==> config.mk <==
export PLATFORM = sky130hd
export DESIGN_NAME = signed_int_to_decimal_digits_unit
export DESIGN_NICKNAME = d
export VERILOG_FILES = /design/src/sv/sidd_pkg.sv /design/src/sv/signed_int_to_decimal_digits_unit.sv
export VERILOG_INCLUDE_DIRS = /design/src /design/src/sv
export SDC_FILE = /design/constraint.sdc
export NUM_CORES = 1
export LEC_CHECK = 0
export BUFFER_PORTS_ARGS = -buffer_cell sky130_fd_sc_hd__buf_2
export CORE_UTILIZATION = 50
export CTS_CLUSTER_DIAMETER = 50
export CTS_CLUSTER_SIZE = 25
export DETAILED_ROUTE_END_ITERATION = 7
export PLACE_DENSITY = 0.69
export SKIP_LAST_GASP = 1
export SLEW_MARGIN = 25
export SYNTH_ARGS = -nofsm -noshare
export SYNTH_HDL_FRONTEND = slang
export SYNTH_SLANG_ARGS = --single-unit
==> constraint.sdc <==
create_clock -name clk -period 4.29 [get_ports clk]
set_input_delay 0.6435 -clock clk [delete_from_list [all_inputs] [get_ports clk]]
set_output_delay 0.6435 -clock clk [all_outputs]
set_load 0.02 [all_outputs]
==> src/sv/signed_int_to_decimal_digits_unit_assert.svh <==
// Assertion macros for the signed decimal digit unit.
// Needs a clock named clk and an active-low reset named rst_n in scope.
`ifndef SIGNED_INT_TO_DECIMAL_DIGITS_UNIT_ASSERT_SVH
`define SIGNED_INT_TO_DECIMAL_DIGITS_UNIT_ASSERT_SVH

// Same-cycle implication.
`define SIDD_ASSERT_IMP(lbl, ant, cons) \
  lbl: assert property (@(posedge clk) disable iff (!rst_n) (ant) |-> (cons)) \
    else $error("Assertion failed in signed decimal digit unit.");

// Next-cycle implication.
`define SIDD_ASSERT_NXT(lbl, ant, cons) \
  lbl: assert property (@(posedge clk) disable iff (!rst_n) (ant) |=> (cons)) \
    else $error("Assertion failed in signed decimal digit unit.");

`endif

==> src/sv/sidd_pkg.sv <==
// Shared types and constants for the signed decimal digit unit.
// No dependencies.
package sidd_pkg;

  typedef enum logic [2:0] {
    ST_IDLE = 3'b001,
    ST_CONV = 3'b010,
    ST_EMIT = 3'b100
  } state_t;

  localparam int unsigned DIGIT_W = 4;
  localparam int unsigned POS_W   = 3;
  localparam logic [3:0] MINUS_CODE = 4'd10;
  localparam logic [2:0] LAST_POS   = 3'd5;

  function automatic logic [3:0] bcd_adjust(input logic [3:0] d);
    logic [3:0] r;
    r = (d >= 4'd5) ? (d + 4'd3) : d;
    return r;
  endfunction

endpackage

==> src/sv/signed_int_to_decimal_digits_unit.sv <==
// Signed integer to decimal digit words, built on sidd_pkg and the assertion macro header.
// The first word becomes valid once the conversion has shifted in all VALUE_WIDTH bits, then
// one word per cycle unless out_ready stalls it. No new number is taken meanwhile: the shared
// shift-and-adjust unit keeps in_ready low until the run's last word is in the output register.
// Reset (rst_n low, synchronous) returns the sequencer to idle and drops out_valid.
module signed_int_to_decimal_digits_unit #(
  parameter int unsigned VALUE_WIDTH = 16
) (
  input  logic                   clk,
  input  logic                   rst_n,
  input  logic                   in_valid,
  output logic                   in_ready,
  input  logic signed [VALUE_WIDTH-1:0] in_value,
  output logic                   out_valid,
  input  logic                   out_ready,
  output logic [3:0]             out_digit,
  output logic [2:0]             out_position,
  output logic                   out_last
);

  localparam int unsigned NDIG  = (VALUE_WIDTH * 301) / 1000 + 1;
  localparam int unsigned BCD_W = sidd_pkg::DIGIT_W * NDIG;
  localparam int unsigned CNT_W = $clog2(VALUE_WIDTH + 1);

  sidd_pkg::state_t state_r, state_nxt;
  logic [VALUE_WIDTH-1:0] bin_r, bin_nxt;
  logic [BCD_W-1:0]       bcd_r, bcd_nxt;
  logic [CNT_W-1:0]       cnt_r, cnt_nxt;
  logic                   neg_r, neg_nxt;
  logic                   sign_r, sign_nxt;
  logic [2:0]             pos_r, pos_nxt;
  logic                   out_valid_r, out_valid_nxt;
  logic [3:0]             digit_r, digit_nxt;
  logic [2:0]             opos_r, opos_nxt;
  logic                   last_r, last_nxt;

  logic [BCD_W-1:0]       bcd_adj;
  logic [BCD_W-1:0]       bcd_rest;
  logic [VALUE_WIDTH-1:0] mag;
  logic                   in_neg;
  logic                   slot_free;
  logic                   at_max;

  assign in_ready     = (state_r == sidd_pkg::ST_IDLE);
  assign out_valid    = out_valid_r;
  assign out_digit    = digit_r;
  assign out_position = opos_r;
  assign out_last     = last_r;

  assign in_neg    = in_value[VALUE_WIDTH-1];
  assign mag       = in_neg ? (~in_value + VALUE_WIDTH'(1)) : in_value;
  assign slot_free = !out_valid_r || out_ready;
  assign bcd_rest  = bcd_r >> sidd_pkg::DIGIT_W;
  assign at_max    = (pos_r == sidd_pkg::LAST_POS);

  always_comb begin
    for (int i = 0; i < NDIG; i++) begin
      bcd_adj[i*4 +: 4] = sidd_pkg::bcd_adjust(bcd_r[i*4 +: 4]);
    end
  end

  always_comb begin
    state_nxt     = state_r;
    bin_nxt       = bin_r;
    bcd_nxt       = bcd_r;
    cnt_nxt       = cnt_r;
    neg_nxt       = neg_r;
    sign_nxt      = sign_r;
    pos_nxt       = pos_r;
    out_valid_nxt = out_valid_r && !out_ready;
    digit_nxt     = digit_r;
    opos_nxt      = opos_r;
    last_nxt      = last_r;
    case (state_r)
      sidd_pkg::ST_IDLE: begin
        if (in_valid) begin
          bin_nxt   = mag;
          bcd_nxt   = '0;
          cnt_nxt   = CNT_W'(VALUE_WIDTH);
          neg_nxt   = in_neg;
          sign_nxt  = 1'b0;
          pos_nxt   = '0;
          state_nxt = sidd_pkg::ST_CONV;
        end
      end
      sidd_pkg::ST_CONV: begin
        {bcd_nxt, bin_nxt} = {bcd_adj, bin_r} << 1;
        cnt_nxt = cnt_r - CNT_W'(1);
        if (cnt_r == CNT_W'(1)) begin
          state_nxt = sidd_pkg::ST_EMIT;
        end
      end
      sidd_pkg::ST_EMIT: begin
        if (slot_free) begin
          out_valid_nxt = 1'b1;
          opos_nxt      = pos_r;
          if (sign_r) begin
            digit_nxt = sidd_pkg::MINUS_CODE;
            last_nxt  = 1'b1;
            state_nxt = sidd_pkg::ST_IDLE;
          end else begin
            digit_nxt = bcd_r[3:0];
            bcd_nxt   = bcd_rest;
            if (bcd_rest == '0 && !(neg_r && !at_max)) begin
              last_nxt  = 1'b1;
              state_nxt = sidd_pkg::ST_IDLE;
            end else if (at_max) begin
              last_nxt  = 1'b1;
              state_nxt = sidd_pkg::ST_IDLE;
            end else begin
              last_nxt = 1'b0;
              pos_nxt  = pos_r + 3'd1;
              sign_nxt = (bcd_rest == '0);
            end
          end
        end
      end
      default: begin
        state_nxt = sidd_pkg::ST_IDLE;
      end
    endcase
  end

  always_ff @(posedge clk) begin
    if (!rst_n) begin
      state_r     <= sidd_pkg::ST_IDLE;
      out_valid_r <= 1'b0;
    end else begin
      state_r     <= state_nxt;
      out_valid_r <= out_valid_nxt;
    end
    bin_r   <= bin_nxt;
    bcd_r   <= bcd_nxt;
    cnt_r   <= cnt_nxt;
    neg_r   <= neg_nxt;
    sign_r  <= sign_nxt;
    pos_r   <= pos_nxt;
    digit_r <= digit_nxt;
    opos_r  <= opos_nxt;
    last_r  <= last_nxt;
  end

`include "signed_int_to_decimal_digits_unit_assert.svh"

  `SIDD_ASSERT_NXT(a_accept_starts_conv, in_valid && in_ready, state_r == sidd_pkg::ST_CONV)
  `SIDD_ASSERT_IMP(a_minus_is_last, out_valid && out_digit == sidd_pkg::MINUS_CODE, out_last)
  `SIDD_ASSERT_IMP(a_pos_in_range, out_valid, out_position <= sidd_pkg::LAST_POS)
  `SIDD_ASSERT_IMP(a_pos_max_is_last, out_valid && out_position == sidd_pkg::LAST_POS, out_last)

endmodule

==> results of run 1 <==
==> critical path: cells and delay by family (launching register included) <==
kind / cells / cell delay, ns
buffers and inverters: 1 / 0.27
DFF: 1 / 0.36
and+or+nand+nor: 1 / 0.51
==> state kept, by name (all words and copies together) (netlist names) <==
register	flops
bcd_r	20
bin_r	16
cnt_r	5
out_digit	4
out_position	3
pos_r	3
state_r	3
neg_r	1
out_last	1
out_valid	1
sign_r	1
==> worst max-delay path by stage <==
stage | start | to | slack, ns | depth (start not counted)
3_5_place_dp | in_value[4] | bin_r[11] | 1.98 | 5
4_1_cts | state_r[0] | in_ready | 2.16 | 2
5_1_grt | state_r[2] | in_ready | 2.01 | 2
3_3_place_gp | in_value[4] | bin_r[11] | 1.99 | 5
2_1_floorplan | in_valid | bcd_r[0] | 1.36 | 3
6_report | state_r[2] | in_ready | 2.17 | 2
==> Yosys cell counts (8+ instances only) <==
library cell | instances | area, sq um
clkbuf_1 | 8 | 30.0
nor2_1 | 25 | 93.8
nand2_1 | 22 | 82.6
a21oi_1 | 23 | 115
xor2_1 | 11 | 96.3
inv_1 | 19 | 71.3
nor3b_1 | 8 | 60.1
o21ai_0 | 23 | 115
ha_1 | 19 | 238
edfxtp_1 | 54 | 1620
xnor2_1 | 12 | 105
nand2b_1 | 8 | 50.1
==> cell type report <==
| cell class | count | share of cell area |
|---|---|---|
| Tap cell | 77 | 0.0258 |
| Inverter | 19 | 0.0191 |
| Sequential cell | 58 | 0.456 |
| Multi-Input combinational cell | 212 | 0.392 |
| Timing Repair Buffer | 33 | 0.0469 |
| Clock buffer | 9 | 0.0332 |
| Clock inverter | 7 | 0.0275 |
==> kinds of logic after synthesis <==
kind of cell               Yosys count
and+or+nand+nor                     89
AOI/OAI and AO/OA                   76
DFF                                 58
buffers and inverters               29
xor gates and xnor gates            23
adders and majority gates           19
muxes                                5
==> power by group through the flow <==
stage / Clock [mW] / Sequential (mW) / Combinational, mW
final: 0.577 / 0.724 / 0.223
after global placement: 0 / 0.734 / 0.220
after CTS: 0.584 / 0.724 / 0.225
after detailed placement: 0 / 0.736 / 0.223
after global routing: 0.617 / 0.731 / 0.252
after floorplan: 0 / 0.727 / 0.164
==> metal layers <==
layer	part of all wire	track usage	up-vias
met4	0.013	0.0815	0
li1	-	-	1164
met5	0	0	-
met3	0.044	0.0398	8
met2	0.44	0.276	59
met1	0.50	0.287	1087
==> flow_summary.yaml, run 1 <==
place:
  place.gp.congestion: 0.815
  dp_hpwl_mm: 4.25
  dp.cells: 399
  post-place-ws_ns: 1.98
  numPortBuffers: 29
  placed_area_sq_mm: 0.00351
clocking:
  cts-root-buf: "clkbuf_8"
  cts_buffers: 9
  cts_hold_buf: 0
  post_cts_buffers: 0
  post_cts_resized: 0
  cts_max_level: 3
  clk_latency_ns: 0.34
  cts_tree: "done"
  cts_sinks: 58
  cts_buffer_depth: 2
  clk_pin_slew_ns: 0.08
global_route:
  overflow: 0
  antenna_found_initial: 0
  grt_max_degree: 32
  grt_pass1_vias: 2199
  grt_usage: 0.194
  grt_pass1_wl_mm: 10.6
floorplanning:
  coreArea_sq_mm: 0.00635
  start_util: 0.516
  dieArea_sq_mm: 0.00688
  dieHeight_um: 83.0
  ioPinCount: 30
  num_rows: 29
  fp.dieW_um: 83.0
timing:
  rsz0062_at_grt: "no"
  skew_ns: 0.0113
  drv_slew: 0
  setup_violations: 0
  max_freq_ghz: 0.471
  worst_slew_pin_slew_ns: 0.603
  fin_setup_tns_ns: 0
  timing_hold_violations_final: 0
  worst_slack_ns: 2.17
  slew_headroom: 0.598
  fin_hold_ws_ns: 0.510
  period_share: 0.495
  final.min_clock_period_ns: 2.12
drt:
  routedWlPerCell_um: 14.9
  dr.first_iter.drc_count: 137
  route.detailed.drc: 0
  vias: 2318
  firstDrtPassIters: 5
  routed_via_density: 5.59
  wl_mm: 6.17
  drtAntennaViolNets: 0
synthesis:
  synth_nets: 338
  synth-compound-area-share: 0.155
  synth_top_family_by_area: "compound AO/OA/AOI/OAI gates"
  synth-seq-area-share: 0.519
  synth.area.mux_share: 0.0153
  synth-simple-area-share: 0.141
  synth_edf_count: 54
  avgSynthCellArea_sq_um: 11.0
  ys_ff_latch: 58
  synth-adder-area-share: 0.0725
  synthArstFlopShare: 0
  syn-cell-area_sq_mm: 0.00328
  syn_inst: 299
  ys_types: 44
  post_synth_xor_area_fraction: 0.0615
  ys.flop_type: "edfxtp_1"
  yosysWarnings: 0
final_layout:
  regArea_sq_mm: 0.00170
  final_common_cell: "edfxtp_1"
  insertedDiodeCount: 0
  multi_input_area_sq_mm: 0.00146
  final_cell_mix: "edfxtp_1, buf_2, nor2_1"
  fin_util: 0.588
  area_growth_pct: 13.9
  design_area_sq_mm: 0.00373
  finalNetCount: 372
  drive_above_1_share: 0.178
  fill_cells: 508
  stdcell_count: 415
power:
  p_total_mw: 1.52
  power.density_mw_per_mm2: 408
  pwr-share-comb: 0.146
  switching_share: 0.272
  switchingPower_uw: 414
  clkPwrFrac: 0.379
  ir_worst_vdd_mv: 0.272
  seq_power_share: 0.475
  p_leak_nw: 1.43
  intPower_mw: 1.11
outcome:
  status: "completed"
worst_hold_path:
  hold_path_end: "out_position[1]"
  holdPathStages: 0
  holdCritStartpoint: "pos_r[1]"
  holdCritPathClass: "flop to flop"
setup_path:
  cp-end-kind: "output port"
  crit_path_max_fanout: 6
  worst_ep_required_time_ns: 3.65
  cp-start-kind: "flop"
  ff2ff_path_depth: 6
  crit_arrival_ns: 1.48
  rr_endpoint: "pos_r[2]"
  cp_slowest_cell: "nor3b_1"
  path_cells: "nor3b_1 > buf_2"
  crit_type: "flop to output port"
  critical_path.max_stage_delay_ns: 0.51
  r2r_slack_ns: 2.26
  r2r-start: "bcd_r[8]"
flow_run:
  drv_cap: 0
Power figures use the tool's default switching activity.
==> run 2, diff against run 1 <==
Settings changed: ABC_AREA set to 1.
Clock period 4.29 ns to 2 ns, I/O delays scaled along.
==> run 2 against run 1 <==
Net effect:
- worst hold slack got worse by 0.30 ns
- via count rose by 12%
- core utilization rose by 0.70 points
- sequential share of layout area decreased by 0.79 points
- routed wire length grew 2.0%
- flip-flop and latch count is the same
- cell count rose by 18%
- clock-buffer cell count unchanged
- combinational power grew to 6.1 times the previous value
- global-route usage is 0.28 points higher
- first-iteration DRC count grew 41%
- worst setup slack lost 1.9 ns
==> flow_summary.yaml, run 2 <==
outcome:
  status: "completed"
synthesis:
  ys_ff_latch: 58
  ys.flop_type: "edfxtp_1"
  synth_edf_count: 54
  yosysMostFrequentCell: "nand2_1"
  synth_nets: 408
  ys_types: 35
  yosysTopAreaCellShare: 0.485
  yosys-top-cells-area: "edfxtp_1, ha_1, nand2_1, o21ai_0, inv_1"
  synth_top_area_cell: "edfxtp_1"
  avgSynthCellArea_sq_um: 9.06
  syn_inst: 369
  synth-seq-area-share: 0.509
  synthArstFlopShare: 0
  syn-cell-area_sq_mm: 0.00334
  yosysWarnings: 0
  synthTopCellsByCount: "nand2_1, edfxtp_1, inv_1"
clocking:
  cts_buffers: 9
  cts_sinks: 58
  cts_buffer_depth: 2
  cts_hold_buf: 0
  cts_tree: "done"
  clk_latency_ns: 0.34
  post_cts_buffers: 0
  clk_pin_slew_ns: 0.07
  post_cts_resized: 0
  cts-root-buf: "clkbuf_8"
  cts_max_level: 3
final_layout:
  area_growth_pct: 13.7
  final_cell_mix: "nand2_1, edfxtp_1, inv_1"
  fill_cells: 540
  final_common_cell: "nand2_1"
  drive_above_1_share: 0.162
  insertedDiodeCount: 0
  top_regs: "bcd_r x20, bin_r x16, cnt_r x5"
  regMostFlops: "bcd_r"
  largest_register_ffs: 20
  finalNetCount: 448
  fin_util: 0.595
  design_area_sq_mm: 0.00380
floorplanning:
  num_rows: 29
  fp.dieW_um: 83.8
  coreArea_sq_mm: 0.00639
  ioPinCount: 30
  dieArea_sq_mm: 0.00701
  start_util: 0.523
  dieHeight_um: 83.8
power:
  switchingPower_mw: 1.60
  ir_worst_vdd_mv: 0.605
  clkPwrFrac: 0.218
  seq_power_share: 0.464
  p_leak_nw: 1.62
  pwr-share-comb: 0.318
  intPower_mw: 2.68
  power.density_mw_per_mm2: 1130
  switching_share: 0.374
place:
  dp_hpwl_mm: 4.51
  placed_area_sq_mm: 0.00363
  numPortBuffers: 29
  place.gp.congestion: 0.856
  post-place-ws_ns: 0.299
drt:
  vias: 2595
  routedWlPerCell_um: 12.8
  routed_via_density: 5.29
  firstDrtPassIters: 4
  wl_mm: 6.29
  dr.first_iter.drc_count: 193
  drtAntennaViolNets: 0
  route.detailed.drc: 0
timing:
  timing_hold_violations_final: 0
  setup_violations: 0
  final.min_clock_period_ns: 1.71
  period_share: 0.856
  skew_ns: 0.00847
  worst_slack_ns: 0.288
  max_freq_ghz: 0.584
  fin_setup_tns_ns: 0
  slew_headroom: 0.670
  rsz0062_at_grt: "no"
  drv_slew: 0
  worst_slew_pin_slew_ns: 0.492
setup_path:
  cp-start-kind: "flop"
  cp_slowest_cell: "edfxtp_1"
  worst_ep_required_time_ns: 2.09
  critical_path.max_stage_delay_ns: 0.44
  crit_type: "flop to flop"
  path_cells: "inv_1 > ha_1 > nand2_1 > inv_1 > nand2_1 > nor2_1 > nand3_1 > a21oi_1 > nor3_2"
  cp-end-kind: "flop"
  crit_arrival_ns: 1.80
  crit_path_max_fanout: 4
global_route:
  grt_pass1_vias: 2446
  grt_pass1_wl_mm: 10.9
  grt_usage: 0.197
  antenna_found_initial: 0
  overflow: 0
  grt_max_degree: 22
worst_hold_path:
  holdCritPathClass: "primary input to flop"
flow_run:
  drv_cap: 0
## run 2: stage by stage
stage | power, mW | std cells | hold WS [ns]
floorplan | 2.94 | 369 | 0.399
global placement | 3.32 | 475 | 0.473
detailed placement | 3.36 | 475 | 0.475
CTS | 4.30 | 491 | 0.195
global route | 4.57 | 491 | 0.210
finish | 4.28 | 491 | 0.210
## run 2: final timing paths
check	startpoint	end	slack, ns	cells past startpoint
setup / recovery	bcd_r[12]	pos_r[1]	0.29	9
hold / removal	rst_n	state_r[2]	0.21	3
setup reg to reg	bcd_r[12]	pos_r[1]	0.29	9
hold reg to reg	pos_r[1]	out_position[1]	0.49	0
## run 2: critical path: cells and delay by family, from the launching register on
family | cells | cell delay [ns]
AOI/OAI and AO/OA | 1 | 0.19
adders and majority gates | 1 | 0.16
and+or+nand+nor | 5 | 0.49
DFF | 1 | 0.44
buffers and inverters | 2 | 0.19
## run 2: logic make-up after synthesis
| kind of cell | after synthesis | synth area share |
|---|---|---|
| AO/OA/AOI/OAI | 82 | 0.132 |
| XOR/XNOR | 11 | 0.0288 |
| adder cells (fa/ha/maj) | 19 | 0.0711 |
| buffers and inverters | 60 | 0.0708 |
| flip-flops | 58 | 0.509 |
| AND/OR/NAND/NOR | 139 | 0.188 |
## run 2: final cells by class
| class | count | area [sq um] | area share |
|---|---|---|---|
| well taps | 77 | 96.3 | 0.0253 |
| clock buffers | 9 | 124 | 0.0326 |
| inverters | 52 | 195 | 0.0513 |
| clock inverters | 7 | 46.3 | 0.0122 |
| repair buffers | 37 | 218 | 0.0573 |
| multi-input cells | 251 | 1420 | 0.374 |
| flip-flops and latches | 58 | 1700 | 0.448 |
## run 2: power by group through the flow
| stage | clock network (mW) | logic, mW | registers [mW] |
|---|---|---|---|
| after CTS | 0.955 | 1.36 | 1.99 |
| final | 0.933 | 1.36 | 1.99 |
| after detailed placement | 0 | 1.35 | 2.01 |
| after global placement | 0 | 1.32 | 1.99 |
| after global routing | 1.00 | 1.54 | 2.03 |
| after floorplan | 0 | 0.972 | 1.97 |
## run 2: metal layers
layer,part of all wire,vias up,global-route usage
li1,-,1332,-
met1,0.47,1191,0.261
met2,0.48,68,0.316
met3,0.039,4,0.0336
met4,0.0072,0,0.0878
met5,0,-,0
==> run 3, diff against run 2 <==
==> constraint.sdc (replaced) <==
create_clock -name clk -period 1.6 [get_ports clk]
set_input_delay 0.08 -clock clk [delete_from_list [all_inputs] [get_ports clk]]
set_output_delay 0.08 -clock clk [all_outputs]
set_load 0.02 [all_outputs]
==> run 3 against run 2 <==
Net effect:
- critical path depth stayed put
- final area is 6.6% higher
- worst hold slack worse by 0.16 ns
- critical endpoint unchanged
- first-iteration DRC count is 11% lower
- routed wire length is 4.8% higher
- the run now ends with setup timing left
==> flow_summary.yaml, run 3 (synthesis results as in run 2) <==
drt:
  route.detailed.drc: 0
  wl_mm: 6.59
  routed_via_density: 5.15
  vias: 2618
  drtAntennaViolNets: 0
  routedWlPerCell_um: 13.0
  dr.first_iter.drc_count: 172
  firstDrtPassIters: 4
timing:
  rsz0062_at_grt: "yes"
  max_freq_ghz: 0.617
  fin_setup_tns_ns: -0.0653
  setup_violations: 3
  slew_headroom: 0.690
  timing_hold_violations_final: 0
  fin_hold_ws_ns: 0.0468
  worst_slack_ns: -0.0218
  period_share: 1.01
  drv_slew: 0
  final.min_clock_period_ns: 1.62
  skew_ns: 0.0101
  worst_slew_pin_slew_ns: 0.463
power:
  intPower_mw: 3.60
  ir_worst_vdd_mv: 0.873
  seq_power_share: 0.431
  p_leak_nw: 1.71
  p_total_mw: 5.77
  clkPwrFrac: 0.204
  switching_share: 0.376
  pwr-share-comb: 0.366
  switchingPower_mw: 2.17
  power.density_mw_per_mm2: 1420
clocking:
  cts-root-buf: "clkbuf_8"
  clk_latency_ns: 0.34
  cts_sinks: 58
  cts_max_level: 3
  cts_tree: "done"
  clk_pin_slew_ns: 0.07
  cts_buffer_depth: 2
  cts_buffers: 9
setup_path:
  cp_slowest_cell: "edfxtp_1"
  cp-end-kind: "flop"
  cp-start-kind: "flop"
  rr_endpoint: "pos_r[1]"
  r2r_slack_ns: -0.02
  ff2ff_path_depth: 9
  critPathBufInv: 2
  critical_path.max_stage_delay_ns: 0.41
  r2r-start: "bcd_r[16]"
  crit_path_max_fanout: 3
  worst_ep_required_time_ns: 1.69
  crit_arrival_ns: 1.71
  crit_type: "flop to flop"
  path_cells: "inv_2 > ha_4 > inv_2 > nor2_2 > nand2_1 > nor2_2 > nand3_2 > a21oi_4 > nor3_4"
  crit_family: "simple AND/OR/NAND/NOR gates"
floorplanning:
  coreArea_sq_mm: 0.00639
  dieArea_sq_mm: 0.00701
  num_rows: 29
  start_util: 0.523
  fp.dieW_um: 83.8
  dieHeight_um: 83.8
  ioPinCount: 30
global_route:
  grt_pass1_wl_mm: 11.1
  grt_max_degree: 23
  grt_usage: 0.201
  grt_pass1_vias: 2493
  overflow: 0
  antenna_found_initial: 0
final_layout:
  multi_input_area_sq_mm: 0.00151
  top_regs: "bcd_r x20, bin_r x16, cnt_r x5"
  regArea_sq_mm: 0.00171
  insertedDiodeCount: 0
  regMostFlops: "bcd_r"
  design_area_sq_mm: 0.00405
  final_common_cell: "nand2_1"
  finalNetCount: 465
  drive_above_1_share: 0.251
  final_cell_mix: "nand2_1, edfxtp_1, inv_1"
  area_growth_pct: 21.2
  fill_cells: 545
  largest_register_ffs: 20
place:
  placed_area_sq_mm: 0.00374
  dp_hpwl_mm: 4.66
  place.gp.congestion: 0.803
  numPortBuffers: 29
outcome:
  status: "finished, violations left"
  failed_checks: "setup timing"
worst_hold_path:
  holdCritPathClass: "primary input to flop"
  holdPathStages: 4
  holdCritStartpoint: "out_ready"
  hold_path_end: "out_valid"
flow_run:
  drv_cap: 0
[run 3: cell count changes in the layout (fill, tap and decap cells not counted), sizes merged]
cell / change
dlygate4sd3: +1
buf: +16
[run 3: power groups by stage]
stage	Combinational [mW]	Clock, mW	Sequential (mW)
CTS	1.89	1.19	2.47
detailed placement	1.86	0	2.49
global placement	1.83	0	2.47
global route	2.36	1.25	2.54
finish	2.11	1.18	2.48
floorplan	1.23	0	2.46
[run 3: cell type report]
type | instances | share of cell area
tap | 77 | 0.0238
clock inverter | 7 | 0.0114
inverter | 52 | 0.0488
clock buffer | 9 | 0.0306
timing repair buffer | 54 | 0.0920
multi-input combinational | 251 | 0.372
sequential | 58 | 0.421
[run 3: how the worst max path moves through the flow]
stage,endpoint,slack [ns],cells past startpoint,startpoint
3_3_place_gp,bcd_r[6],0.02,7,bcd_r[5]
3_5_place_dp,pos_r[2],-0.05,9,bcd_r[16]
6_report,pos_r[1],-0.02,9,bcd_r[16]
4_1_cts,pos_r[0],0.003,9,bcd_r[9]
2_1_floorplan,bcd_r[0],-0.28,4,state_r[0]
5_1_grt,pos_r[1],-0.07,9,bcd_r[17]
[run 3: timing repair]
item,CTS,global route
cloned,0,0
pin swaps,1,11
hold endpoints to repair,3,0
gates resized for setup,6,31
hold buffers,1,0
buffers inserted,0,6
endpoints found under the setup margin,5,35
[run 3: through the flow]
step / utilization / worst slack, ns / instances
finish: 0.634 / -0.0218 / 508
global route: 0.634 / -0.0666 / 508
floorplan: - / -0.279 / 369
global placement: 0.586 / 0.0164 / 485
CTS: 0.615 / 0.00331 / 502
detailed placement: 0.586 / -0.0477 / 485
[run 3: worst min-delay path: cells and delay by family]
| family | cells | cell delay (ns) |
|---|---|---|
| buffers and inverters | 2 | 0.11 |
| AND/OR/NAND/NOR | 1 | 0.08 |
| AO/OA/AOI/OAI | 1 | 0.06 |
[run 3: routing by layer]
layer | vias up | global-route usage | share of wire
li1 | 1371 | - | -
met1 | 1197 | 0.249 | 0.47
met2 | 44 | 0.347 | 0.48
met3 | 6 | 0.0326 | 0.033
met4 | 0 | 0.0832 | 0.0091
met5 | - | 0 | 0
